### src/rtl/core/vtps_pkg.sv
// Shared types, codes and helpers for the Verlet position step block.
// No dependencies.
`default_nettype none

package vtps_pkg;

    // Default sizing
    localparam int MAX_ATOMS_DEF = 1024;
    localparam int DRAWS_DEF     = 12;

    // Register indexes
    localparam logic [2:0] CFG_STEP_MODE  = 3'd0;
    localparam logic [2:0] CFG_LAMBDA     = 3'd1;
    localparam logic [2:0] CFG_DT_SQUARED = 3'd2;
    localparam logic [2:0] CFG_LFACTOR    = 3'd3;
    localparam logic [2:0] CFG_HALF_DTG   = 3'd4;
    localparam logic [2:0] CFG_NOISE_AMP  = 3'd5;

    // Register reset values
    localparam logic [31:0] LAMBDA_RST  = 32'h4000_0000;
    localparam logic [31:0] LFACTOR_RST = 32'h8000_0000;

    // Step modes
    localparam logic [1:0] MODE_HOLD     = 2'd0;
    localparam logic [1:0] MODE_SCALED   = 2'd1;
    localparam logic [1:0] MODE_LANGEVIN = 2'd2;

    // Commands
    localparam logic CMD_STEP = 1'b0;
    localparam logic CMD_LOAD = 1'b1;

    // 48-bit LCG
    localparam logic [34:0] LCG_MUL = 35'h5_DEEC_E66D;
    localparam logic [47:0] LCG_ADD = 48'hB;

    // Product magnitude cap
    localparam logic [63:0] PROD_CAP = 64'h4000_0000_0000_0000;

    typedef struct packed {
        logic               cmd;
        logic [9:0]         atom_index;
        logic [1:0]         axis;
        logic               movable;
        logic signed [47:0] position_now;
        logic signed [47:0] position_before;
        logic signed [47:0] force_in;
        logic [31:0]        inverse_mass;
        logic [31:0]        sqrt_mass;
        logic [47:0]        seed_value;
    } in_item_t;

    typedef struct packed {
        logic signed [47:0] new_position;
        logic signed [47:0] force_out;
    } out_item_t;

    // Multiply operations of the step
    typedef enum logic [2:0] {
        OP_AM    = 3'd0,  // noise_amplitude * sqrt_mass
        OP_NOISE = 3'd1,  // draw sum * amplitude
        OP_KDT   = 3'd2,  // dt^2 * inverse_mass, exact
        OP_ACC   = 3'd3,  // force * dt^2/m
        OP_SCALE = 3'd4,  // lambda * displacement
        OP_HDG   = 3'd5,  // half_dt_gamma * previous
        OP_LANG  = 3'd6   // langevin factor * sum
    } op_t;

    // Controller to datapath
    typedef struct packed {
        logic capture;
        logic seed_wr;
        logic mem_rd;
        logic seed_ld;
        logic lcg_step;
        logic state_wr;
        logic op_set;
        logic mul_step;
        logic round;
        logic wb;
        logic out_load;
        op_t  op;
    } ctl_cmd_t;

    // Datapath to controller
    typedef struct packed {
        logic is_load;
        logic langevin;
        logic scaled;
        logic lcg_last;
        logic mul_last;
    } dp_stat_t;

    // Saturate to signed 48 bits
    function automatic logic signed [47:0] sat48(input logic signed [63:0] v);
        logic signed [47:0] r;
        if (v > 64'sh0000_7FFF_FFFF_FFFF) begin
            r = 48'sh7FFF_FFFF_FFFF;
        end else if (v < -64'sh0000_8000_0000_0000) begin
            r = 48'sh8000_0000_0000;
        end else begin
            r = v[47:0];
        end
        return r;
    endfunction

endpackage

`default_nettype wire

### src/rtl/core/vtps_ctrl.sv
// Controller: sequences load, LCG draws and the multiply chain,
// owns the result valid flag. Depends on vtps_pkg.
`default_nettype none

module vtps_ctrl (
    input  wire logic               aclk,
    input  wire logic               aresetn,
    input  wire logic               s_valid,
    output logic                    s_ready,
    output logic                    m_valid,
    input  wire logic               m_ready,
    input  wire vtps_pkg::dp_stat_t stat,
    output vtps_pkg::ctl_cmd_t      ctl
);

    typedef enum logic [11:0] {
        S_IDLE   = 12'b0000_0000_0001,
        S_DECIDE = 12'b0000_0000_0010,
        S_LOAD   = 12'b0000_0000_0100,
        S_READ   = 12'b0000_0000_1000,
        S_SEED   = 12'b0000_0001_0000,
        S_LCG    = 12'b0000_0010_0000,
        S_WRITE  = 12'b0000_0100_0000,
        S_OPSET  = 12'b0000_1000_0000,
        S_MUL    = 12'b0001_0000_0000,
        S_ROUND  = 12'b0010_0000_0000,
        S_WB     = 12'b0100_0000_0000,
        S_OUT    = 12'b1000_0000_0000
    } state_t;

    state_t          state_reg, state_next;
    vtps_pkg::op_t   op_reg, op_next;
    logic            m_valid_reg, m_valid_next;
    logic            out_free;

    assign out_free = !m_valid_reg || m_ready;
    assign s_ready  = (state_reg == S_IDLE);
    assign m_valid  = m_valid_reg;

    // Next state and commands
    always_comb begin
        state_next   = state_reg;
        op_next      = op_reg;
        m_valid_next = m_ready ? 1'b0 : m_valid_reg;
        ctl          = '0;
        ctl.op       = op_reg;
        unique case (state_reg)
            S_IDLE: begin
                if (s_valid) begin
                    ctl.capture = 1'b1;
                    state_next  = S_DECIDE;
                end
            end
            S_DECIDE: begin
                if (stat.is_load) begin
                    state_next = S_LOAD;
                end else if (stat.langevin) begin
                    state_next = S_READ;
                end else if (stat.scaled) begin
                    op_next    = vtps_pkg::OP_KDT;
                    state_next = S_OPSET;
                end else begin
                    state_next = S_OUT;
                end
            end
            S_LOAD: begin
                ctl.seed_wr = 1'b1;
                state_next  = S_IDLE;
            end
            S_READ: begin
                ctl.mem_rd = 1'b1;
                state_next = S_SEED;
            end
            S_SEED: begin
                ctl.seed_ld = 1'b1;
                state_next  = S_LCG;
            end
            S_LCG: begin
                ctl.lcg_step = 1'b1;
                if (stat.lcg_last) state_next = S_WRITE;
            end
            S_WRITE: begin
                ctl.state_wr = 1'b1;
                op_next      = vtps_pkg::OP_AM;
                state_next   = S_OPSET;
            end
            S_OPSET: begin
                ctl.op_set = 1'b1;
                state_next = S_MUL;
            end
            S_MUL: begin
                ctl.mul_step = 1'b1;
                if (stat.mul_last) state_next = S_ROUND;
            end
            S_ROUND: begin
                ctl.round  = 1'b1;
                state_next = S_WB;
            end
            S_WB: begin
                ctl.wb     = 1'b1;
                state_next = S_OPSET;
                case (op_reg)
                    vtps_pkg::OP_AM:    op_next = vtps_pkg::OP_NOISE;
                    vtps_pkg::OP_NOISE: op_next = vtps_pkg::OP_KDT;
                    vtps_pkg::OP_KDT:   op_next = vtps_pkg::OP_ACC;
                    vtps_pkg::OP_ACC:
                        op_next = stat.langevin ? vtps_pkg::OP_HDG : vtps_pkg::OP_SCALE;
                    vtps_pkg::OP_HDG:   op_next = vtps_pkg::OP_LANG;
                    default:            state_next = S_OUT;
                endcase
            end
            S_OUT: begin
                if (out_free) begin
                    ctl.out_load = 1'b1;
                    m_valid_next = 1'b1;
                    state_next   = S_IDLE;
                end
            end
            default: state_next = S_IDLE;
        endcase
    end

    always_ff @(posedge aclk) begin
        if (!aresetn) begin
            state_reg   <= S_IDLE;
            op_reg      <= vtps_pkg::OP_AM;
            m_valid_reg <= 1'b0;
        end else begin
            state_reg   <= state_next;
            op_reg      <= op_next;
            m_valid_reg <= m_valid_next;
        end
    end

endmodule

`default_nettype wire

### config.mk
export PLATFORM = sky130hd
export DESIGN_NAME = vtps_ctrl
export DESIGN_NICKNAME = d
export VERILOG_FILES = /design/src/rtl/core/vtps_pkg.sv /design/src/rtl/core/vtps_ctrl.sv
export SDC_FILE = /design/constraint.sdc
export NUM_CORES = 1
export LEC_CHECK = 0
export ABC_AREA = 1
export BUFFER_PORTS_ARGS = -buffer_cell sky130_fd_sc_hd__buf_2
export CORE_MARGIN = 3
export CORE_UTILIZATION = 55
export DETAILED_ROUTE_END_ITERATION = 10
export MAX_ROUTING_LAYER = met4
export PLACE_DENSITY = 0.81
export SYNTH_ARGS = -nofsm -noshare
export SYNTH_HDL_FRONTEND = slang
export SYNTH_SLANG_ARGS = --single-unit
export TNS_END_PERCENT = 1
### constraint.sdc
create_clock -name aclk -period 2.55 [get_ports aclk]
set_input_delay 0.1275 -clock aclk [delete_from_list [all_inputs] [get_ports aclk]]
set_output_delay 0.1275 -clock aclk [all_outputs]
set_load 0.02 [all_outputs]
==> reports/qor.yml <==
floorplan:
  die_area_um2: 2550
  io_pins: 25
  dieWidth_um: 50.5
  core-area_um2: 1800
  num_rows: 15
  die_h_um: 50.5
  initial_core_util_pct: 60.3
sta:
  fmax_ghz: 0.581
  relSlewSlack_pct: 80.1
  drv_slew: 0
  min_period_ps: 1720
  fin_setup_tns_ps: 0
  hold_violations: 0
  rsz0062_at_grt: "no"
  skew_ps: 0.621
  timing.hold.ws_ps: 104
  max_slew.worst_pin.slew_ps: 296
  setup_viol_count_final: 0
  period_share_pct: 67.4
synth:
  synth_compound_area_share_pct: 5.41
  synthesis.area_um2: 1090
  synth-xor-area-share_pct: 0
  syn_avg_cell_area_um2: 6.01
  synth_top_family_by_area: "simple AND/OR/NAND/NOR gates"
  yosys_warnings: 0
  synth_cell_types: 23
  synth_fp_nets: 190
  ys_seq_area_share_pct: 29.5
  synthCells: 181
  yosys_register_bits: 16
  synthSimpleGateAreaFrac_pct: 49.1
  synthMuxAreaShare_pct: 0
  synth-adder-area-share_pct: 0
global_route:
  grt_pass1_wl_um: 4380
  antenna_found_initial: 0
  grt_use_total_pct: 23.3
  grt_overflow: 0
  grt_start_max_net_pins: 14
  grt_pass1_vias: 1036
detailed_routing:
  dr.pass1.iters: 4
  drt-initial-drc-count: 59
  drc: 0
  vias: 1167
  wl_per_cell_um: 11.5
  via_per_inst: 5.01
  postRouteAntennaNets: 0
  routed_wl_um: 2680
placed_design:
  hpwl_um: 2130
  port_buffers: 24
  place_congestion: 0.879
pwr:
  leakage_nw: 0.761
  powerDensity_nw_per_um2: 813
  peakVddDrop_mv: 0.649
critical_path:
  startpoint_type: "flip-flop"
  crit_fanout: 4
  required_ps: 2420
  crit_type: "reg2out"
  cp.arrival_ps: 1590
  cp-end-kind: "output pin"
clocking:
  clkSlewWorstSetupHoldPaths_ps: 90
  cts_buffer_depth: 2
  hold_buffers: 0
  htreeDepth: 1
  cts_tree: "yes"
  cts_sinks: 16
  insertion_delay_ps: 280
  cts_buffers: 3
  cts.repair.resized: 0
  cts_setup_buffers: 0
  root_buffer: "clkbuf_4"
layout:
  area_delta_synth_final_pct: 16.9
  largest_reg_flops: 12
  multi_input_area_um2: 593
  fin_nets: 218
  drive_gt1_share_pct: 22.6
  nFillCells: 180
  antenna_cells: 0
  register_area_um2: 320
flow_run:
  drv_cap: 0
worst_hold_path:
  hold_class: "in2reg"
run_status:
  outcome: "finished, final reports clean"
worst paths after layout:
path / startpoint / end / slack [ps] / cells after the start
setup / recovery: state_reg[0] / ctl[9] / 830 / 6
hold / removal: m_ready / m_valid / 100 / 4
setup reg to reg: state_reg[3] / op_reg[1] / 1090 / 8
hold reg to reg: m_valid / m_valid / 490 / 2
synth_stat cells:
cell type	instances	area share [%]
nand3_1	21	9.7
nand2_2	4	2.3
a31oi_1	1	0.58
nor3_1	8	3.7
inv_2	1	0.34
clkinv_2	1	0.46
nor3_2	1	0.92
nand3_2	1	0.92
a21oi_1	4	1.8
nand4_1	2	1.2
nor2_2	6	3.5
dfxtp_1	16	29
inv_1	42	14
buf_1	1	0.34
nand2_4	2	2.1
nand2_1	35	12
nand3b_1	1	0.69
nor2_8	1	1.8
nor2_1	24	8.3
o21ai_0	5	2.3
o211ai_1	1	0.69
nor2_4	2	2.1
clkinv_1	1	0.34
through the flow:
| step | utilization [%] | worst slack (ps) | cells | power [mW] | instance area (um2) |
|---|---|---|---|---|---|
| floorplan | - | 1180 | 181 | 0.750 | 1090 |
| CTS | 70.6 | 832 | 233 | 1.04 | 1270 |
| global placement | 68.5 | 1210 | 229 | 0.847 | 1230 |
| global route | 70.6 | 721 | 233 | 1.12 | 1270 |
| finish | 70.6 | 830 | 233 | 1.03 | 1270 |
| detailed placement | 68.5 | 1170 | 229 | 0.867 | 1230 |
placed cells by master, fill, tap and decap left out, types with 2 or more instances in the layout:
| master | instances |
|---|---|
| inv_1 | 42 |
| nand2_1 | 35 |
| nor2_1 | 24 |
| buf_2 | 24 |
| nand3_1 | 21 |
| dfxtp_1 | 16 |
| nor3_1 | 8 |
| nor2_2 | 6 |
| o21ai_0 | 5 |
| nand2_2 | 4 |
| a21oi_1 | 4 |
| clkbuf_4 | 3 |
| nand2_4 | 2 |
| nor2_4 | 2 |
| nand4_1 | 2 |
kinds of logic after synthesis:
logic type,Yosys count
compound gates,11
simple gates,108
buf+inv,46
flops,16
worst max-delay path: stages, from the launching register on:
cell and delay, ps:
dfxtp_1 350, nor2_2 200, nand2_4 110, nor2_2 200, inv_1 110, nor3_2 150
buf_2 190
metal layers:
metal  vias up  global-route usage [%]  wire length (um)
met4         0                    4.48                36
met2        46                    40.7              1320
met3         6                    6.53               160
li1        606                       -                 -
met5         -                       -                 0
met1       509                    26.7              1160
where the power goes:
part / leakage (nW) / switching, mW / internal (mW)
Combinational: 0.610 / 0.375 / 0.175
Clock: 0.0210 / 0.0803 / 0.0869
Sequential: 0.130 / 0.0316 / 0.285
Total: 0.761 / 0.487 / 0.546
layout make-up:
class / count / area share [%]
multi-input cells: 119 / 46.7
flip-flops and latches: 16 / 25.2
inverters: 45 / 13.4
repair buffers: 24 / 9.45
clock buffers: 4 / 2.85
well taps: 25 / 2.46
No activity file was read; power rests on OpenSTA's default activity.
